$ cat config.mk
export PLATFORM = sky130hd
export DESIGN_NAME = polygon_area_centroid_unit
export DESIGN_NICKNAME = d
export VERILOG_FILES = /design/src/pac_pkg.sv /design/src/pac_edge_unit.sv /design/src/pac_divider.sv /design/src/polygon_area_centroid_unit.sv
export SDC_FILE = /design/constraint.sdc
export NUM_CORES = 2
export LEC_CHECK = 0
export BUFFER_PORTS_ARGS = -buffer_cell sky130_fd_sc_hd__buf_2
export CORE_MARGIN = 4
export CORE_UTILIZATION = 50
export DETAILED_ROUTE_END_ITERATION = 6
export GPL_ROUTABILITY_DRIVEN = 1
export PLACE_DENSITY = 0.66
export SLEW_MARGIN = 20
export SYNTH_ARGS = -nofsm -noshare
export SYNTH_HDL_FRONTEND = slang
export SYNTH_SLANG_ARGS = --single-unit
export TNS_END_PERCENT = 30
$ cat constraint.sdc
create_clock -name clk -period 15.3 [get_ports clk]
set_input_delay 1.53 -clock clk [delete_from_list [all_inputs] [get_ports clk]]
set_output_delay 1.53 -clock clk [all_outputs]
set_load 0.1 [all_outputs]
$ cat src/pac_pkg.sv
`default_nettype none
package pac_pkg;

	localparam int COORD_BITS   = 16;
	localparam int MAX_VERTICES = 4096;
	localparam int CNT_W        = 13;
	localparam int AREA_W       = 45;
	localparam int MOM_W        = 62;
	localparam int CROSS_W      = 2 * COORD_BITS + 1;
	localparam int SUM_W        = COORD_BITS + 1;
	localparam int PROD_W       = SUM_W + CROSS_W;
	localparam int QUO_W        = COORD_BITS + 1;
	localparam int TDATA_W      = 80;

	localparam logic [1:0] ST_OK   = 2'd0;
	localparam logic [1:0] ST_ZERO = 2'd1;
	localparam logic [1:0] ST_OVF  = 2'd2;

	typedef struct packed {
		logic signed [COORD_BITS-1:0] px;
		logic signed [COORD_BITS-1:0] py;
		logic signed [COORD_BITS-1:0] qx;
		logic signed [COORD_BITS-1:0] qy;
	} edge_t;

endpackage
`default_nettype wire

$ cat src/pac_edge_unit.sv
`default_nettype none
module pac_edge_unit (
	input  wire logic                          clk,
	input  wire logic                          arst_n,
	input  wire logic                          start,
	input  wire pac_pkg::edge_t                op,
	input  wire logic                          clear,
	output logic                               done,
	output logic signed [pac_pkg::AREA_W-1:0]  cross_sum,
	output logic signed [pac_pkg::MOM_W-1:0]   moment_x_sum,
	output logic signed [pac_pkg::MOM_W-1:0]   moment_y_sum
);
	import pac_pkg::*;

	typedef enum logic [2:0] {
		E_IDLE, E_P0, E_P1, E_C, E_MX, E_MY, E_FIN
	} estate_t;

	estate_t                      state_q;
	edge_t                        op_q;
	logic signed [SUM_W-1:0]      mul_a;
	logic signed [CROSS_W-1:0]    mul_b;
	logic signed [PROD_W-1:0]     product;
	logic signed [PROD_W-1:0]     prod_q;
	logic signed [2*COORD_BITS-1:0] t_q;
	logic signed [CROSS_W-1:0]    c_q;
	logic signed [CROSS_W-1:0]    c_new;
	logic signed [AREA_W-1:0]     cross_q;
	logic signed [MOM_W-1:0]      mx_q;
	logic signed [MOM_W-1:0]      my_q;

	always_comb begin
		mul_a = '0;
		mul_b = '0;
		case (state_q)
			E_P0: begin
				mul_a = SUM_W'(op_q.px);
				mul_b = CROSS_W'(op_q.qy);
			end
			E_P1: begin
				mul_a = SUM_W'(op_q.py);
				mul_b = CROSS_W'(op_q.qx);
			end
			E_MX: begin
				mul_a = SUM_W'(op_q.px) + SUM_W'(op_q.qx);
				mul_b = c_q;
			end
			E_MY: begin
				mul_a = SUM_W'(op_q.py) + SUM_W'(op_q.qy);
				mul_b = c_q;
			end
			default: begin
				mul_a = '0;
				mul_b = '0;
			end
		endcase
	end

	assign product = PROD_W'(mul_a) * PROD_W'(mul_b);
	assign c_new   = CROSS_W'(t_q) - CROSS_W'($signed(prod_q[2*COORD_BITS-1:0]));

	always_ff @(posedge clk or negedge arst_n) begin
		if (!arst_n) begin
			state_q <= E_IDLE;
			cross_q <= '0;
			mx_q    <= '0;
			my_q    <= '0;
		end else begin
			case (state_q)
				E_IDLE: begin
					if (start) begin
						state_q <= E_P0;
					end
				end
				E_P0: state_q <= E_P1;
				E_P1: state_q <= E_C;
				E_C: begin
					cross_q <= cross_q + AREA_W'(c_new);
					state_q <= E_MX;
				end
				E_MX: state_q <= E_MY;
				E_MY: begin
					mx_q    <= mx_q + MOM_W'(prod_q);
					state_q <= E_FIN;
				end
				E_FIN: begin
					my_q    <= my_q + MOM_W'(prod_q);
					state_q <= E_IDLE;
				end
				default: state_q <= E_IDLE;
			endcase
			if (clear) begin
				cross_q <= '0;
				mx_q    <= '0;
				my_q    <= '0;
			end
		end
	end

	always_ff @(posedge clk) begin
		if (state_q == E_IDLE && start) begin
			op_q <= op;
		end
		if (state_q == E_P1) begin
			t_q <= prod_q[2*COORD_BITS-1:0];
		end
		if (state_q == E_C) begin
			c_q <= c_new;
		end
		prod_q <= product;
	end

	assign done         = (state_q == E_FIN);
	assign cross_sum    = cross_q;
	assign moment_x_sum = mx_q;
	assign moment_y_sum = my_q;

endmodule
`default_nettype wire

$ cat src/pac_divider.sv
`default_nettype none
module pac_divider (
	input  wire logic                                 clk,
	input  wire logic                                 arst_n,
	input  wire logic                                 start,
	input  wire logic signed [pac_pkg::MOM_W-1:0]     num,
	input  wire logic signed [pac_pkg::AREA_W-1:0]    area,
	output logic                                      done,
	output logic signed [pac_pkg::COORD_BITS-1:0]     quotient
);
	import pac_pkg::*;

	localparam int NMAG_W = MOM_W;
	localparam int D3_W   = AREA_W + 2;
	localparam int DEN_W  = D3_W + 1;
	localparam int REM_W  = NMAG_W + 2;
	localparam int K_W    = $clog2(QUO_W);
	localparam logic [QUO_W-1:0] POS_LIM = QUO_W'((1 << (COORD_BITS - 1)) - 1);
	localparam logic [QUO_W-1:0] NEG_LIM = QUO_W'(1 << (COORD_BITS - 1));

	typedef enum logic [1:0] {D_IDLE, D_RUN, D_DONE} dstate_t;

	dstate_t              state_q;
	logic [REM_W-1:0]     rem_q;
	logic [REM_W-1:0]     ds_q;
	logic [QUO_W-1:0]     q_q;
	logic [K_W-1:0]       k_q;
	logic                 neg_q;
	logic                 sat_q;

	logic [AREA_W-1:0]    a_mag;
	logic [NMAG_W-1:0]    n_mag;
	logic [D3_W-1:0]      d3;
	logic [DEN_W-1:0]     den2;
	logic [REM_W-1:0]     n_init;
	logic                 sat_init;
	logic                 ge;

	assign a_mag    = area[AREA_W-1] ? AREA_W'(-area) : AREA_W'(area);
	assign n_mag    = num[MOM_W-1] ? NMAG_W'(-num) : NMAG_W'(num);
	assign d3       = {a_mag, 1'b0} + D3_W'(a_mag);
	assign den2     = {d3, 1'b0};
	assign n_init   = {n_mag, 1'b0} + REM_W'(d3);
	assign sat_init = {1'b0, n_init} >= {den2, (QUO_W)'(0)};
	assign ge       = rem_q >= ds_q;

	always_ff @(posedge clk or negedge arst_n) begin
		if (!arst_n) begin
			state_q <= D_IDLE;
		end else begin
			case (state_q)
				D_IDLE: begin
					if (start) begin
						state_q <= D_RUN;
					end
				end
				D_RUN: begin
					if (k_q == '0) begin
						state_q <= D_DONE;
					end
				end
				D_DONE: state_q <= D_IDLE;
				default: state_q <= D_IDLE;
			endcase
		end
	end

	always_ff @(posedge clk) begin
		if (state_q == D_IDLE && start) begin
			rem_q <= n_init;
			ds_q  <= {den2, (QUO_W-1)'(0)};
			q_q   <= '0;
			k_q   <= K_W'(QUO_W - 1);
			neg_q <= num[MOM_W-1] ^ area[AREA_W-1];
			sat_q <= sat_init;
		end else if (state_q == D_RUN) begin
			if (ge) begin
				rem_q <= rem_q - ds_q;
			end
			q_q  <= {q_q[QUO_W-2:0], ge};
			ds_q <= ds_q >> 1;
			k_q  <= k_q - K_W'(1);
		end
	end

	always_comb begin
		if (neg_q) begin
			if (sat_q || q_q > NEG_LIM) begin
				quotient = COORD_BITS'(-NEG_LIM);
			end else begin
				quotient = COORD_BITS'(-q_q);
			end
		end else begin
			if (sat_q || q_q > POS_LIM) begin
				quotient = COORD_BITS'(POS_LIM);
			end else begin
				quotient = COORD_BITS'(q_q);
			end
		end
	end

	assign done = (state_q == D_DONE);

endmodule
`default_nettype wire

$ cat src/polygon_area_centroid_unit.sv
`default_nettype none
// Polygon area and centroid unit. Stream the ring's vertices in one beat each
// (x in tdata[15:0], y in tdata[31:16]) and mark the final vertex with tlast;
// that beat produces one result beat with twice the signed area, the centroid
// rounded half away from zero, and a status in tuser (0 ok, 1 zero area with
// a zero centroid, 2 more than 4096 vertices with all fields zero). One shared
// 17x33 multiplier works each edge, and a vertex is not taken until the last
// one's edge is done. The final vertex adds the closing edge and two 17-step
// restoring divisions; with a nonzero area the result beat appears after both
// divisions, when input ready returns as well.
// A finished result waits in the output register while the next ring is taken.
module polygon_area_centroid_unit (
	input  wire logic        clk,
	input  wire logic        arst_n,
	input  wire logic        s_tvalid,
	output logic             s_tready,
	input  wire logic [31:0] s_tdata,   // vertex_x[15:0], vertex_y[31:16]
	input  wire logic        s_tlast,   // last_vertex
	output logic             m_tvalid,
	input  wire logic        m_tready,
	output logic [79:0]      m_tdata,   // twice_signed_area[44:0], centroid_x[60:45],
	                                    // centroid_y[76:61], zero[79:77]
	output logic [1:0]       m_tuser    // ring_status[1:0]
);
	import pac_pkg::*;

	typedef enum logic [3:0] {
		S_IDLE, S_EDGE, S_CHK, S_CLOSE, S_AREA, S_STX, S_DIVX, S_STY, S_DIVY, S_OUT
	} state_t;

	localparam logic [CNT_W-1:0] CNT_MAX = CNT_W'(MAX_VERTICES);

	state_t                       state_q;
	logic signed [COORD_BITS-1:0] first_x_q;
	logic signed [COORD_BITS-1:0] first_y_q;
	logic signed [COORD_BITS-1:0] prev_x_q;
	logic signed [COORD_BITS-1:0] prev_y_q;
	logic [CNT_W-1:0]             cnt_q;
	logic                         last_q;
	logic signed [COORD_BITS-1:0] cx_q;
	logic signed [COORD_BITS-1:0] cy_q;
	logic [1:0]                   status_q;
	logic                         m_tvalid_q;
	logic [TDATA_W-1:0]           m_tdata_q;
	logic [1:0]                   m_tuser_q;

	logic signed [COORD_BITS-1:0] in_x;
	logic signed [COORD_BITS-1:0] in_y;
	logic                         accept;
	logic                         edge_start;
	logic                         edge_done;
	logic                         acc_clear;
	logic                         out_load;
	edge_t                        edge_op;
	logic signed [AREA_W-1:0]     cross_sum;
	logic signed [MOM_W-1:0]      mx_sum;
	logic signed [MOM_W-1:0]      my_sum;
	logic                         div_start;
	logic                         div_done;
	logic signed [MOM_W-1:0]      div_num;
	logic signed [COORD_BITS-1:0] div_q;
	logic signed [AREA_W-1:0]     area_out;

	assign in_x     = s_tdata[COORD_BITS-1:0];
	assign in_y     = s_tdata[2*COORD_BITS-1:COORD_BITS];
	assign s_tready = (state_q == S_IDLE);
	assign accept   = s_tvalid && s_tready;
	assign out_load = (state_q == S_OUT) && (!m_tvalid_q || m_tready);
	assign acc_clear = out_load;

	always_comb begin
		if (state_q == S_CHK) begin
			edge_op = '{px: prev_x_q, py: prev_y_q, qx: first_x_q, qy: first_y_q};
		end else begin
			edge_op = '{px: prev_x_q, py: prev_y_q, qx: in_x, qy: in_y};
		end
	end

	assign edge_start = (accept && cnt_q != '0 && cnt_q < CNT_MAX)
		|| (state_q == S_CHK && last_q && cnt_q <= CNT_MAX);
	assign div_start  = (state_q == S_STX) || (state_q == S_STY);
	assign div_num    = (state_q == S_STY) ? my_sum : mx_sum;
	assign area_out   = (status_q == ST_OVF) ? '0 : cross_sum;

	pac_edge_unit u_edge (
		.clk          (clk),
		.arst_n       (arst_n),
		.start        (edge_start),
		.op           (edge_op),
		.clear        (acc_clear),
		.done         (edge_done),
		.cross_sum    (cross_sum),
		.moment_x_sum (mx_sum),
		.moment_y_sum (my_sum)
	);

	pac_divider u_div (
		.clk      (clk),
		.arst_n   (arst_n),
		.start    (div_start),
		.num      (div_num),
		.area     (cross_sum),
		.done     (div_done),
		.quotient (div_q)
	);

	always_ff @(posedge clk or negedge arst_n) begin
		if (!arst_n) begin
			state_q    <= S_IDLE;
			cnt_q      <= '0;
			last_q     <= 1'b0;
			first_x_q  <= '0;
			first_y_q  <= '0;
			prev_x_q   <= '0;
			prev_y_q   <= '0;
			status_q   <= ST_OK;
			cx_q       <= '0;
			cy_q       <= '0;
			m_tvalid_q <= 1'b0;
		end else begin
			if (m_tvalid_q && m_tready && !out_load) begin
				m_tvalid_q <= 1'b0;
			end
			case (state_q)
				S_IDLE: begin
					if (accept) begin
						last_q <= s_tlast;
						if (cnt_q >= CNT_MAX) begin
							cnt_q   <= CNT_MAX + CNT_W'(1);
							state_q <= S_CHK;
						end else begin
							if (cnt_q == '0) begin
								first_x_q <= in_x;
								first_y_q <= in_y;
								state_q   <= S_CHK;
							end else begin
								state_q <= S_EDGE;
							end
							prev_x_q <= in_x;
							prev_y_q <= in_y;
							cnt_q    <= cnt_q + CNT_W'(1);
						end
					end
				end
				S_EDGE: begin
					if (edge_done) begin
						state_q <= S_CHK;
					end
				end
				S_CHK: begin
					if (!last_q) begin
						state_q <= S_IDLE;
					end else if (cnt_q > CNT_MAX) begin
						status_q <= ST_OVF;
						cx_q     <= '0;
						cy_q     <= '0;
						state_q  <= S_OUT;
					end else begin
						state_q <= S_CLOSE;
					end
				end
				S_CLOSE: begin
					if (edge_done) begin
						state_q <= S_AREA;
					end
				end
				S_AREA: begin
					if (cross_sum == '0) begin
						status_q <= ST_ZERO;
						cx_q     <= '0;
						cy_q     <= '0;
						state_q  <= S_OUT;
					end else begin
						status_q <= ST_OK;
						state_q  <= S_STX;
					end
				end
				S_STX: state_q <= S_DIVX;
				S_DIVX: begin
					if (div_done) begin
						cx_q    <= div_q;
						state_q <= S_STY;
					end
				end
				S_STY: state_q <= S_DIVY;
				S_DIVY: begin
					if (div_done) begin
						cy_q    <= div_q;
						state_q <= S_OUT;
					end
				end
				S_OUT: begin
					if (out_load) begin
						m_tvalid_q <= 1'b1;
						cnt_q      <= '0;
						last_q     <= 1'b0;
						first_x_q  <= '0;
						first_y_q  <= '0;
						prev_x_q   <= '0;
						prev_y_q   <= '0;
						state_q    <= S_IDLE;
					end
				end
				default: state_q <= S_IDLE;
			endcase
		end
	end

	always_ff @(posedge clk) begin
		if (out_load) begin
			m_tdata_q <= {(TDATA_W - AREA_W - 2 * COORD_BITS)'(0), cy_q, cx_q, area_out};
			m_tuser_q <= status_q;
		end
	end

	assign m_tvalid = m_tvalid_q;
	assign m_tdata  = m_tdata_q;
	assign m_tuser  = m_tuser_q;

endmodule
`default_nettype wire

==> impl_metrics.ini <==
[logic_synthesis]
synth_top_area_share_pct = 15.4
yosysWarnings = 0
synth_cell_type_count = 89
netlist_instances = 8141
synth_area_um2 = 70700
synthTopCellsByArea = fa_1, edfxtp_1, dfrtp_1
ys_seq_elements = 701
synth_most_common_cell = nand2_1
synth.avg_cell_area_um2 = 8.68
synth_area_leader_cell = fa_1
synthArstFlopShare_pct = 41.5
ys.flop_type = edfxtp_1
ys_seq_area_share_pct = 26.5
synth_edf_count = 321
ys_top_cells_by_count = nand2_1, inv_1, a21oi_1

[detailed_routing]
dr.pass1.iters = 7
vias_per_cell = 5.93
wl_um = 214000
dr_total_vias = 59229
ant_nets = 0
wire_per_inst_um = 21.5
drcViolationCount = 0
drt_iter0_drc = 4938

[critical_path]
critPathArrivalTime_ps = 11970
path_class = flop to flop
crit_required_ps = 15850
reg2reg_to = u_div.sat_q
critPathBufInv = 0
cp_top_family = simple AND/OR/NAND/NOR gates
cp_slowest_cell = o41ai_1
rr_startpoint = u_edge.cross_sum[7]
critPathLaunchType = flop
end_kind = flop
cp_num_cells = 36
cp-endpoint = u_div.sat_q
cp_max_fo = 10
crit_path_start = u_edge.cross_sum[7]
r2r_cells = 36
r2r_setup_slack_ps = 3880
max_stage_delay_ps = 930

[clock_tree]
post_cts_buffers = 0
cts_resized = 0
cts.clk_slew.worst_paths_ps = 60
clock_latency_ps = 710
ctsHoldBuffers = 0
clockBufferDepth = 3
cts_sinks = 701
cts_tree = done
root_buffer = clkbuf_16
h-tree-depth = 3
numCtsBuffers = 83

[sta]
rsz0062_at_grt = no
min_period_over_period_pct = 74.6
slew_headroom_pct = 20.4
fmax_mhz = 87.6
worstMarginPinSlew_ps = 1180
setup_violations = 0
timing.setup.tns_ps = 0
slew_violations = 0
hold_viol = 0
min_period_ps = 11420
fin_ws_ps = 3880
fin_skew_ps = 58.9

[die]
ios = 121
die_w_um = 384
core_area_um2 = 140000
die_h_um = 384
die-area_um2 = 147000
num_rows = 137
start_util_pct = 50.5

[placed_design]
port-buffer-count = 117
placed_cells_incl_taps = 9839
post-dp-hpwl_um = 168000
dp_slack_ps = 3980
gp_congestion = 1.00

[global_routing]
grt_max_degree = 111
overflow = 0
first_global_vias = 57593
grt_usage_pct = 28.8
grt_pass1_wl_um = 334000
antenna_found_initial = 6

[hold_path]
hold_path.class = flop to flop

[finish]
final_layout_size_suffix_gt1_share_pct = 5.47
final_nets = 9185
nFillCells = 12844
utilization_pct = 54.1
final_cells = 9994
syn_to_final_growth_pct = 7.14

[run]
drv_cap = 0

[outcome]
status = completed
==> metal layers <==
layer / wire [um] / track usage (%) / vias to the layer above / share of wire, %
met1: 92800 / 39.9 / 28878 / 43
li1: - / - / 27778 / -
met3: 14900 / 4.09 / 411 / 7.0
met4: 9330 / 10.7 / 4 / 4.3
met5: 27 / 0 / - / 0.013
met2: 97400 / 46.1 / 2158 / 45
==> registers in the layout, summed over array words and instances (netlist names), 3 cells and up <==
register             cells
prev_x_q                16
u_edge.moment_y_sum     62
u_edge.c_q              33
m_tdata                 77
cnt_q                   13
prev_y_q                16
state_q                  4
u_edge.moment_x_sum     62
u_edge.t_q              32
cy_q                    16
u_edge.state_q           3
cx_q                    16
u_div.k_q                5
u_edge.cross_sum        45
u_edge.op_q             64
u_div.q_q               17
u_div.ds_q              64
first_y_q               16
u_div.rem_q             64
u_edge.prod_q           50
first_x_q               16
==> placed cells by master (no fill, tap or decap), drive strengths merged, types with 66 or more instances in the layout <==
cell type,n
clkbuf,112
nand3,130
and2,104
nor3,146
edfxtp,321
dfrtp,291
xor2,185
nand2,990
dfxtp,89
nand4,79
o21ai,409
fa,545
mux2i,66
ha,555
a21oi,692
buf,174
a21o,277
inv,869
nor2,618
xnor2,332
nand2b,88
o21bai,78
==> through the flow <==
step	instance area (um2)	hold WS (ps)
5_1_grt	75700	441
4_1_cts	75700	433
6_report	75700	438
3_3_place_gp	72900	430
2_1_floorplan	70700	425
3_5_place_dp	72900	431
==> area by class of cell <==
class                   instances  area, um2  share of cell area, %
well taps                    1876       2350                   3.10
diodes                          1       2.50                0.00330
multi-input cells            6228      47600                   62.8
clock buffers                 112       2310                   3.05
clock inverters                42        527                  0.695
inverters                     860       3240                   4.27
repair buffers                174       1020                   1.35
flip-flops and latches        701      18700                   24.7
==> worst min path at each step <==
stage | startpoint | endpoint | slack [ps] | cells past startpoint
global placement | cx_q[15] | m_tdata[60] | 430 | 0
detailed placement | cx_q[10] | m_tdata[55] | 430 | 0
floorplan | cx_q[0] | m_tdata[45] | 420 | 0
CTS | cy_q[4] | m_tdata[65] | 430 | 0
global route | prev_y_q[13] | u_edge.op_q[45] | 440 | 0
finish | prev_y_q[14] | u_edge.op_q[46] | 440 | 0
==> cells by family (layout without fill, tap and decap cells) <==
family / after synthesis / in the layout / synth area share [%]
and+or+nand+nor: 2475 / 2475 / 16.0
AOI/OAI and AO/OA: 2025 / 2025 / 17.8
buffers and inverters: 1215 / 1188 / 6.49
adders and majority gates: 1100 / 1100 / 25.3
DFF: 701 / 701 / 26.5
xor gates and xnor gates: 517 / 517 / 6.40
muxes: 107 / 107 / 1.59
other: 1 / 5 / 0.00530
Power is not shown: default switching activity piles up to over one toggle a cycle in this logic, so the estimate is an artifact.
